File: src/design/h2r_pkg.sv
// h2r_pkg: shared types and constants (Q1.16 levels, Q0.16 hue) for the HSL to RGB converter.
// No dependencies.
`default_nettype none

package h2r_pkg;

  localparam int HUE_W  = 16;
  localparam int VAL_W  = 17;
  localparam int PROD_W = 2 * VAL_W;
  localparam int FRAC_W = 16;
  localparam int IDX_W  = 1;

  localparam logic [VAL_W-1:0] FX_ONE        = 17'd65536;
  localparam logic [VAL_W-1:0] FX_HALF       = 17'd32768;
  localparam logic [HUE_W-1:0] FX_SIXTH      = 16'd10922;
  localparam logic [HUE_W-1:0] FX_HUE_HALF   = 16'd32768;
  localparam logic [HUE_W-1:0] FX_THIRD      = 16'd21845;
  localparam logic [HUE_W-1:0] FX_TWO_THIRDS = 16'd43690;

  localparam logic [VAL_W-1:0] SAT_RESET   = 17'd45875;
  localparam logic [VAL_W-1:0] LIGHT_RESET = 17'd13107;

  localparam logic [IDX_W-1:0] REG_SATURATION = 1'd0;
  localparam logic [IDX_W-1:0] REG_LIGHTNESS  = 1'd1;

  typedef enum logic [1:0] {
    RGN_RISE,
    RGN_HIGH,
    RGN_FALL,
    RGN_LOW
  } region_t;

  typedef struct packed {
    region_t          region;
    logic [VAL_W-1:0] factor;
  } chan_ctl_t;

  typedef struct packed {
    logic [VAL_W-1:0] p;
    logic [VAL_W-1:0] q;
    logic [VAL_W-1:0] d;
  } level_t;

endpackage

`default_nettype wire

File: src/design/h2r_regions.sv
// h2r_regions: first stage, per-channel hue offset, region and slope factor.
// Depends on h2r_pkg.
`default_nettype none

module h2r_regions
  import h2r_pkg::*;
(
  input  wire logic             clk,
  input  wire logic             adv,
  input  wire logic [HUE_W-1:0] hue,
  output chan_ctl_t             red_ctl_r,
  output chan_ctl_t             green_ctl_r,
  output chan_ctl_t             blue_ctl_r
);

  function automatic chan_ctl_t classify(input logic [HUE_W-1:0] t);
    chan_ctl_t        c;
    logic [VAL_W-1:0] t17;
    logic [VAL_W-1:0] u;
    t17 = {1'b0, t};
    u   = {1'b0, FX_TWO_THIRDS} - t17;
    if (t < FX_SIXTH) begin
      c.region = RGN_RISE;
      c.factor = (t17 << 2) + (t17 << 1);
    end else if (t < FX_HUE_HALF) begin
      c.region = RGN_HIGH;
      c.factor = '0;
    end else if (t < FX_TWO_THIRDS) begin
      c.region = RGN_FALL;
      c.factor = (u << 2) + (u << 1);
    end else begin
      c.region = RGN_LOW;
      c.factor = '0;
    end
    return c;
  endfunction

  chan_ctl_t red_ctl_nxt, green_ctl_nxt, blue_ctl_nxt;

  always_comb begin
    red_ctl_nxt   = classify(hue + FX_THIRD);
    green_ctl_nxt = classify(hue);
    blue_ctl_nxt  = classify(hue - FX_THIRD);
  end

  always_ff @(posedge clk) begin
    if (adv) begin
      red_ctl_r   <= red_ctl_nxt;
      green_ctl_r <= green_ctl_nxt;
      blue_ctl_r  <= blue_ctl_nxt;
    end
  end

endmodule

`default_nettype wire

File: src/design/h2r_levels.sv
// h2r_levels: two stages deriving the low level p, high level q and span q-p
// from saturation and lightness. Depends on h2r_pkg.
`default_nettype none

module h2r_levels
  import h2r_pkg::*;
(
  input  wire logic             clk,
  input  wire logic             adv,
  input  wire logic [VAL_W-1:0] saturation,
  input  wire logic [VAL_W-1:0] lightness,
  output level_t                level_r
);

  logic [VAL_W-1:0]  s_a_r, l_a_r;
  logic [PROD_W-1:0] ls_a_r;
  logic [VAL_W-1:0]  s_sat, l_sat;
  logic [VAL_W-1:0]  m;
  logic [VAL_W:0]    q_wide, p_wide;
  level_t            level_nxt;

  always_comb begin
    s_sat = (saturation > FX_ONE) ? FX_ONE : saturation;
    l_sat = (lightness > FX_ONE) ? FX_ONE : lightness;
  end

  always_ff @(posedge clk) begin
    if (adv) begin
      s_a_r  <= s_sat;
      l_a_r  <= l_sat;
      ls_a_r <= l_sat * s_sat;
    end
  end

  always_comb begin
    m = ls_a_r[FRAC_W +: VAL_W];
    if (l_a_r < FX_HALF) begin
      q_wide = {1'b0, l_a_r} + {1'b0, m};
    end else begin
      q_wide = {1'b0, l_a_r} + {1'b0, s_a_r} - {1'b0, m};
    end
    p_wide      = {l_a_r, 1'b0} - q_wide;
    level_nxt.q = q_wide[VAL_W-1:0];
    level_nxt.p = p_wide[VAL_W-1:0];
    level_nxt.d = q_wide[VAL_W-1:0] - p_wide[VAL_W-1:0];
  end

  always_ff @(posedge clk) begin
    if (adv) begin
      level_r <= level_nxt;
    end
  end

endmodule

`default_nettype wire

File: src/design/h2r_channel.sv
// h2r_channel: last two stages of one color channel, slope multiply then
// region select and clamp into the output register. Depends on h2r_pkg.
`default_nettype none

module h2r_channel
  import h2r_pkg::*;
(
  input  wire logic             clk,
  input  wire logic             adv,
  input  wire chan_ctl_t        ctl,
  input  wire level_t           level,
  output logic      [VAL_W-1:0] value_r
);

  logic [PROD_W-1:0] prod_r;
  region_t           region_r;
  logic [VAL_W-1:0]  p_r, q_r;
  logic [VAL_W:0]    scaled;
  logic [VAL_W+1:0]  sum;
  logic [VAL_W+1:0]  sel;
  logic [VAL_W-1:0]  value_nxt;

  always_ff @(posedge clk) begin
    if (adv) begin
      prod_r   <= level.d * ctl.factor;
      region_r <= ctl.region;
      p_r      <= level.p;
      q_r      <= level.q;
    end
  end

  always_comb begin
    scaled = prod_r[FRAC_W +: VAL_W+1];
    sum    = {2'b00, p_r} + {1'b0, scaled};
    case (region_r) inside
      RGN_RISE, RGN_FALL: sel = sum;
      RGN_HIGH:           sel = {2'b00, q_r};
      default:            sel = {2'b00, p_r};
    endcase
    value_nxt = (sel > {2'b00, FX_ONE}) ? FX_ONE : sel[VAL_W-1:0];
  end

  always_ff @(posedge clk) begin
    if (adv) begin
      value_r <= value_nxt;
    end
  end

endmodule

`default_nettype wire

File: src/design/hsl_to_rgb_converter_unit.sv
// hsl_to_rgb_converter_unit: top level, config registers, valid pipeline.
// Depends on h2r_pkg, h2r_regions, h2r_levels, h2r_channel.
//
//  channel  direction  handshake            payload
//  in       sink       in_valid/in_stall    in_hue[15:0]
//  out      source     out_valid/out_stall  out_red, out_green, out_blue [16:0]
//  cfg      sink       cfg_wr_en            cfg_index[0:0], cfg_wdata[16:0]
//
// One hue per cycle unless a stalled result holds the pipeline; each result
// passes through the four register stages: hue classify / l*s multiply,
// level add, slope multiply, select and clamp.
// Reset clears the stage valid bits and loads the register reset values.
// out_stall with a waiting result freezes every stage and raises in_stall.
`default_nettype none

module hsl_to_rgb_converter_unit
  import h2r_pkg::*;
(
  input  wire logic             clk,
  input  wire logic             rst_n,
  input  wire logic             in_valid,
  output logic                  in_stall,
  input  wire logic [HUE_W-1:0] in_hue,
  output logic                  out_valid,
  input  wire logic             out_stall,
  output logic      [VAL_W-1:0] out_red,
  output logic      [VAL_W-1:0] out_green,
  output logic      [VAL_W-1:0] out_blue,
  input  wire logic             cfg_wr_en,
  input  wire logic [IDX_W-1:0] cfg_index,
  input  wire logic [VAL_W-1:0] cfg_wdata
);

  logic [VAL_W-1:0] saturation_r, lightness_r;
  logic             v_a_r, v_b_r, v_c_r, v_out_r;
  logic             adv;
  chan_ctl_t        red_a, green_a, blue_a;
  chan_ctl_t        red_b_r, green_b_r, blue_b_r;
  level_t           level_b;

  assign adv       = !v_out_r || !out_stall;
  assign in_stall  = !adv;
  assign out_valid = v_out_r;

  always_ff @(posedge clk) begin
    if (!rst_n) begin
      saturation_r <= SAT_RESET;
      lightness_r  <= LIGHT_RESET;
    end else if (cfg_wr_en) begin
      unique case (cfg_index)
        REG_SATURATION: saturation_r <= cfg_wdata;
        REG_LIGHTNESS:  lightness_r  <= cfg_wdata;
        default: ;
      endcase
    end
  end

  always_ff @(posedge clk) begin
    if (!rst_n) begin
      v_a_r   <= 1'b0;
      v_b_r   <= 1'b0;
      v_c_r   <= 1'b0;
      v_out_r <= 1'b0;
    end else if (adv) begin
      v_a_r   <= in_valid;
      v_b_r   <= v_a_r;
      v_c_r   <= v_b_r;
      v_out_r <= v_c_r;
    end
  end

  h2r_regions u_regions (
    .clk         (clk),
    .adv         (adv),
    .hue         (in_hue),
    .red_ctl_r   (red_a),
    .green_ctl_r (green_a),
    .blue_ctl_r  (blue_a)
  );

  h2r_levels u_levels (
    .clk        (clk),
    .adv        (adv),
    .saturation (saturation_r),
    .lightness  (lightness_r),
    .level_r    (level_b)
  );

  always_ff @(posedge clk) begin
    if (adv) begin
      red_b_r   <= red_a;
      green_b_r <= green_a;
      blue_b_r  <= blue_a;
    end
  end

  h2r_channel u_red (
    .clk     (clk),
    .adv     (adv),
    .ctl     (red_b_r),
    .level   (level_b),
    .value_r (out_red)
  );

  h2r_channel u_green (
    .clk     (clk),
    .adv     (adv),
    .ctl     (green_b_r),
    .level   (level_b),
    .value_r (out_green)
  );

  h2r_channel u_blue (
    .clk     (clk),
    .adv     (adv),
    .ctl     (blue_b_r),
    .level   (level_b),
    .value_r (out_blue)
  );

`ifndef SYNTHESIS
  a_in_enters: assert property (@(posedge clk) disable iff (!rst_n)
    (in_valid && !in_stall) |=> v_a_r)
    else $error("accepted transfer did not enter first stage");

  a_hold_on_stall: assert property (@(posedge clk) disable iff (!rst_n)
    !adv |=> $stable({v_a_r, v_b_r, v_c_r, v_out_r}) && $stable(out_red))
    else $error("pipeline moved while stalled");

  a_out_range: assert property (@(posedge clk) disable iff (!rst_n)
    out_valid |-> (out_red <= FX_ONE) && (out_green <= FX_ONE) && (out_blue <= FX_ONE))
    else $error("channel value above one");

  a_level_order: assert property (@(posedge clk) disable iff (!rst_n)
    v_c_r |-> ($past(level_b.p) <= $past(level_b.q)))
    else $error("low level above high level");
`endif

endmodule

`default_nettype wire

File: config.mk
export PLATFORM = sky130hd
export DESIGN_NAME = hsl_to_rgb_converter_unit
export DESIGN_NICKNAME = d
export VERILOG_FILES = /design/src/design/h2r_pkg.sv /design/src/design/h2r_regions.sv /design/src/design/h2r_levels.sv /design/src/design/h2r_channel.sv /design/src/design/hsl_to_rgb_converter_unit.sv
export SDC_FILE = /design/constraint.sdc
export NUM_CORES = 2
export LEC_CHECK = 0
export BUFFER_PORTS_ARGS = -buffer_cell sky130_fd_sc_hd__buf_2
export CAP_MARGIN = 20
export CORE_MARGIN = 8
export CORE_UTILIZATION = 40
export CTS_BUF_LIST = sky130_fd_sc_hd__clkbuf_8
export DETAILED_ROUTE_END_ITERATION = 6
export GPL_TIMING_DRIVEN = 0
export PLACE_DENSITY = 0.62
export SLEW_MARGIN = 15
export SYNTH_ARGS = -nofsm -noshare
export SYNTH_HDL_FRONTEND = slang
export SYNTH_SLANG_ARGS = --single-unit
File: constraint.sdc
create_clock -name clk -period 20.3 [get_ports clk]
set_input_delay 4.06 -clock clk [delete_from_list [all_inputs] [get_ports clk]]
set_output_delay 4.06 -clock clk [all_outputs]
set_load 0.05 [all_outputs]
==> impl_metrics.env <==
export IMPL_cp_slowest_stage_delay_ns=0.47
export IMPL_cp_cell_sequence="buf_2 -> nand2_4 -> inv_1 -> buf_2"
export IMPL_synth_top_family_by_area="adder cells"
export IMPL_synthAdderAreaFrac_pct=44.12
export IMPL_gp_congestion=0.9465
export IMPL_hold_end="u_red.p_r[12]$_DFFE_PN_"
export IMPL_muxShareOfSynthArea_pct=0.8788
export IMPL_maxCapViolCount=0
export IMPL_crit_required_ns=16.24
export IMPL_cts_buffers=69
export IMPL_skew_ns=0.09685
export IMPL_dieWidth_um=400.8
export IMPL_period_needed_ns=9.212
export IMPL_synth_warnings=0
export IMPL_crit_buf_inv=3
export IMPL_io_pins=92
export IMPL_core_region_area_sq_um=147300
export IMPL_min_delay_start="u_levels.level_r[46]$_DFFE_PN_"
export IMPL_crit_path_end_kind="output pin"
export IMPL_grt_max_degree=64
export IMPL_dp_hpwl_um=137300
export IMPL_drtAntennaViolNets=0
export IMPL_drc=0
export IMPL_synth_area_leaders="fa_1 (29%), edfxtp_1 (18%), ha_1 (15%)"
export IMPL_syn_area_sq_um=59230
export IMPL_dieArea_sq_um=160600
export IMPL_wl_per_cell_um=19.16
export IMPL_holdBufCountCts=0
export IMPL_whs_path_depth=0
export IMPL_hold_viol_final=0
export IMPL_async_flop_share_pct=0
export IMPL_drt_first_pass_iters=5
export IMPL_drt_iter0_markers=2960
export IMPL_r2r_slack_ns=11.43
export IMPL_synth_edf_count=352
export IMPL_cts_clk_slew_worst_paths_ns=0.06
export IMPL_finalInstanceArea_sq_um=63710
export IMPL_path_max_fanout=47
export IMPL_grt_ovfl_total=0
export IMPL_clock_root_buffer="clkbuf_8"
export IMPL_drive_gt1_share_pct=3.613
export IMPL_worstReg2RegStart="lightness_r[0]$_SDFFE_PN1P_"
export IMPL_antenna_found_initial=12
export IMPL_cts_resized=0
export IMPL_cpMostUsedCell="buf_2"
export IMPL_timing_hold_ws_ns=0.3676
export IMPL_yosys_area_top_type="fa_1"
export IMPL_finalSetupViolations=0
export IMPL_ys_types=80
export IMPL_cp_top_family="buffers and inverters"
export IMPL_grt_pass1_vias=45460
export IMPL_vias=43710
export IMPL_syn_to_final_growth_pct=7.563
export IMPL_synth_xor_area_share_pct=4.481
export IMPL_totalWireLength_um=163200
export IMPL_yosys_register_bits=390
export IMPL_portBuffers=90
export IMPL_synth_top_cell_area_share_pct=28.87
export IMPL_rsz0062_at_grt="false"
export IMPL_die_h_um=400.8
export IMPL_rows=141
export IMPL_clkLatencyLatePin_ns=0.78
export IMPL_cts_sink_count=390
export IMPL_worst_hold_path_type="register to register"
export IMPL_synth_compound_area_share_pct=8.163
export IMPL_synthFlopType="edfxtp_1"
export IMPL_grt_pass1_wl_um=255500
export IMPL_synthSimpleGateAreaFrac_pct=13.97
export IMPL_cts_tree="done"
export IMPL_synthCells=6348
export IMPL_clk_path_buf_depth=3
export IMPL_dpl_cell_area_sq_um=62350
export IMPL_drv_slew=0
export IMPL_r2r_cells=28
export IMPL_slew_headroom_pct=17.45
export IMPL_cpMaxStageDelayCell="nand2_4"
export IMPL_h_tree_depth=3
export IMPL_post_drt_via_cell_ratio=5.131
export IMPL_seq_area_frac_synth_pct=19.13
export IMPL_initial_core_util_pct=40.21
export IMPL_grt_usage_pct=20.09
export IMPL_synth_avg_cell_area_sq_um=9.330
export IMPL_fmax_mhz=108.6
export IMPL_worst_pin_slew_ns=1.227
export IMPL_r2r_end="u_levels.ls_a_r[29]$_DFFE_PN_"
export IMPL_fin_crit_sh_pct=45.38
export IMPL_status="finished clean"
export IMPL_cp_start_kind="primary input"
export IMPL_cts_setup_buffers=0
export IMPL_arrival_ns=5.15
export IMPL_nets=8155
export IMPL_critPathKind="primary input to output pin"
[cell usage after synthesis, types with 8 or more instances]
cell type / instances
a211o_1: 8
xnor2_1: 210
fa_1: 854
nand3_1: 58
o21a_1: 31
a21o_1: 84
o211ai_1: 15
xor2_1: 93
nor2b_1: 37
dfxtp_1: 38
o31ai_1: 15
or3_1: 19
ha_1: 722
nor2_1: 305
nand4_1: 18
or2_2: 9
o22ai_1: 34
edfxtp_1: 352
mux2i_1: 34
a21boi_0: 28
nand2b_1: 35
a41oi_1: 13
mux2_2: 16
inv_1: 1234
nand2_1: 922
clkinv_1: 11
a31oi_1: 15
nor3_1: 56
clkbuf_1: 205
o21bai_1: 29
nor4_1: 16
o21ai_0: 127
a211oi_1: 37
a21oi_1: 220
and3_1: 46
and2_1: 285
[cell usage in the layout, fill, tap and decap left out, drive strengths merged, types with 31 or more instances in the layout]
cell and instances:
o21a 31, mux2i 34, buf 104, clkinv 34, and2 285, inv 1250
nand3 58, edfxtp 352, ha 722, clkbuf 277, o22ai 34, nand2 923
nor2 305, dfxtp 38, and3 46, xnor2 210, fa 854, a21o 84
a21oi 221, nor3 56, o21ai 133, a211oi 40, nor2b 37, nand2b 35
xor2 93
[stage by stage]
| step | cells | TNS (ns) | setup slack (ns) | utilization (%) |
|---|---|---|---|---|
| finish | 8519 | 0 | 11.09 | 43.25 |
| global route | 8518 | 0 | 10.92 | 43.25 |
| CTS | 8517 | 0 | 11.02 | 43.24 |
| detailed placement | 8399 | 0 | 10.79 | 42.33 |
| global placement | 8393 | -0.1477 | -0.1477 | 42.22 |
| floorplan | 6373 | 0 | 1.870 | - |
[area by class of cell]
| type | count | area (sq um) |
|---|---|---|
| sequential | 390 | 11330 |
| multi-input combinational | 4525 | 42530 |
| clock buffer | 72 | 991.0 |
| clock inverter | 46 | 359.1 |
| buffer | 213 | 804.5 |
| antenna | 2 | 5.005 |
| inverter | 1245 | 4673 |
| fill | 14240 | 83600 |
| timing repair buffer | 96 | 600.6 |
| tap | 1930 | 2415 |
[worst register-to-register path, delay by kind of cell, from the launching register on]
kind                     cells  cell delay [ns]
XOR/XNOR                     1             0.09
AO/OA/AOI/OAI                5             0.93
buffers and inverters        6             1.43
adder cells (fa/ha/maj)      7             3.34
AND/OR/NAND/NOR              9             2.46
flip-flops                   1             0.34
[routing by layer]
metal / track usage (%) / vias to the layer above / routed length [um]
met3: 3.071 / 297 / 10590
met1: 27.02 / 21580 / 71610
li1: - / 20420 / -
met2: 32.86 / 1410 / 74330
met4: 7.376 / 4 / 6621
met5: 0 / - / 27
[cell families after synthesis]
kind of cell / after synthesis
compound gates: 740
buf+inv: 1458
simple gates: 1829
mux: 50
xor+xnor: 303
other cells: 2
fa+ha+maj: 1576
flops: 390
[state kept, by name, indices dropped and copies added, names as in the netlist, 18 cells and up]
name	flops
u_levels.level_r	49
blue_b_r	18
green_b_r	18
red_b_r	18
u_blue.prod_r	18
u_green.prod_r	18
u_red.prod_r	18
u_regions.blue_ctl_r	18
u_regions.green_ctl_r	18
u_regions.red_ctl_r	18
[worst max-delay path by stage]
stage	startpoint	to	slack, ns	depth (start not counted)
after floorplan	out_stall	in_stall	1.87	2
after global placement	out_stall	in_stall	-0.15	4
after detailed placement	in_hue[0]	u_regions.green_ctl_r[15]$_DFFE_PN_	10.79	17
after CTS	out_stall	in_stall	11.02	4
after global routing	out_stall	in_stall	10.92	4
final	out_stall	in_stall	11.09	4
Power is left out: the tool's default activity adds up to more than one toggle a clock period on the data nets, which glitch-free logic cannot reach.
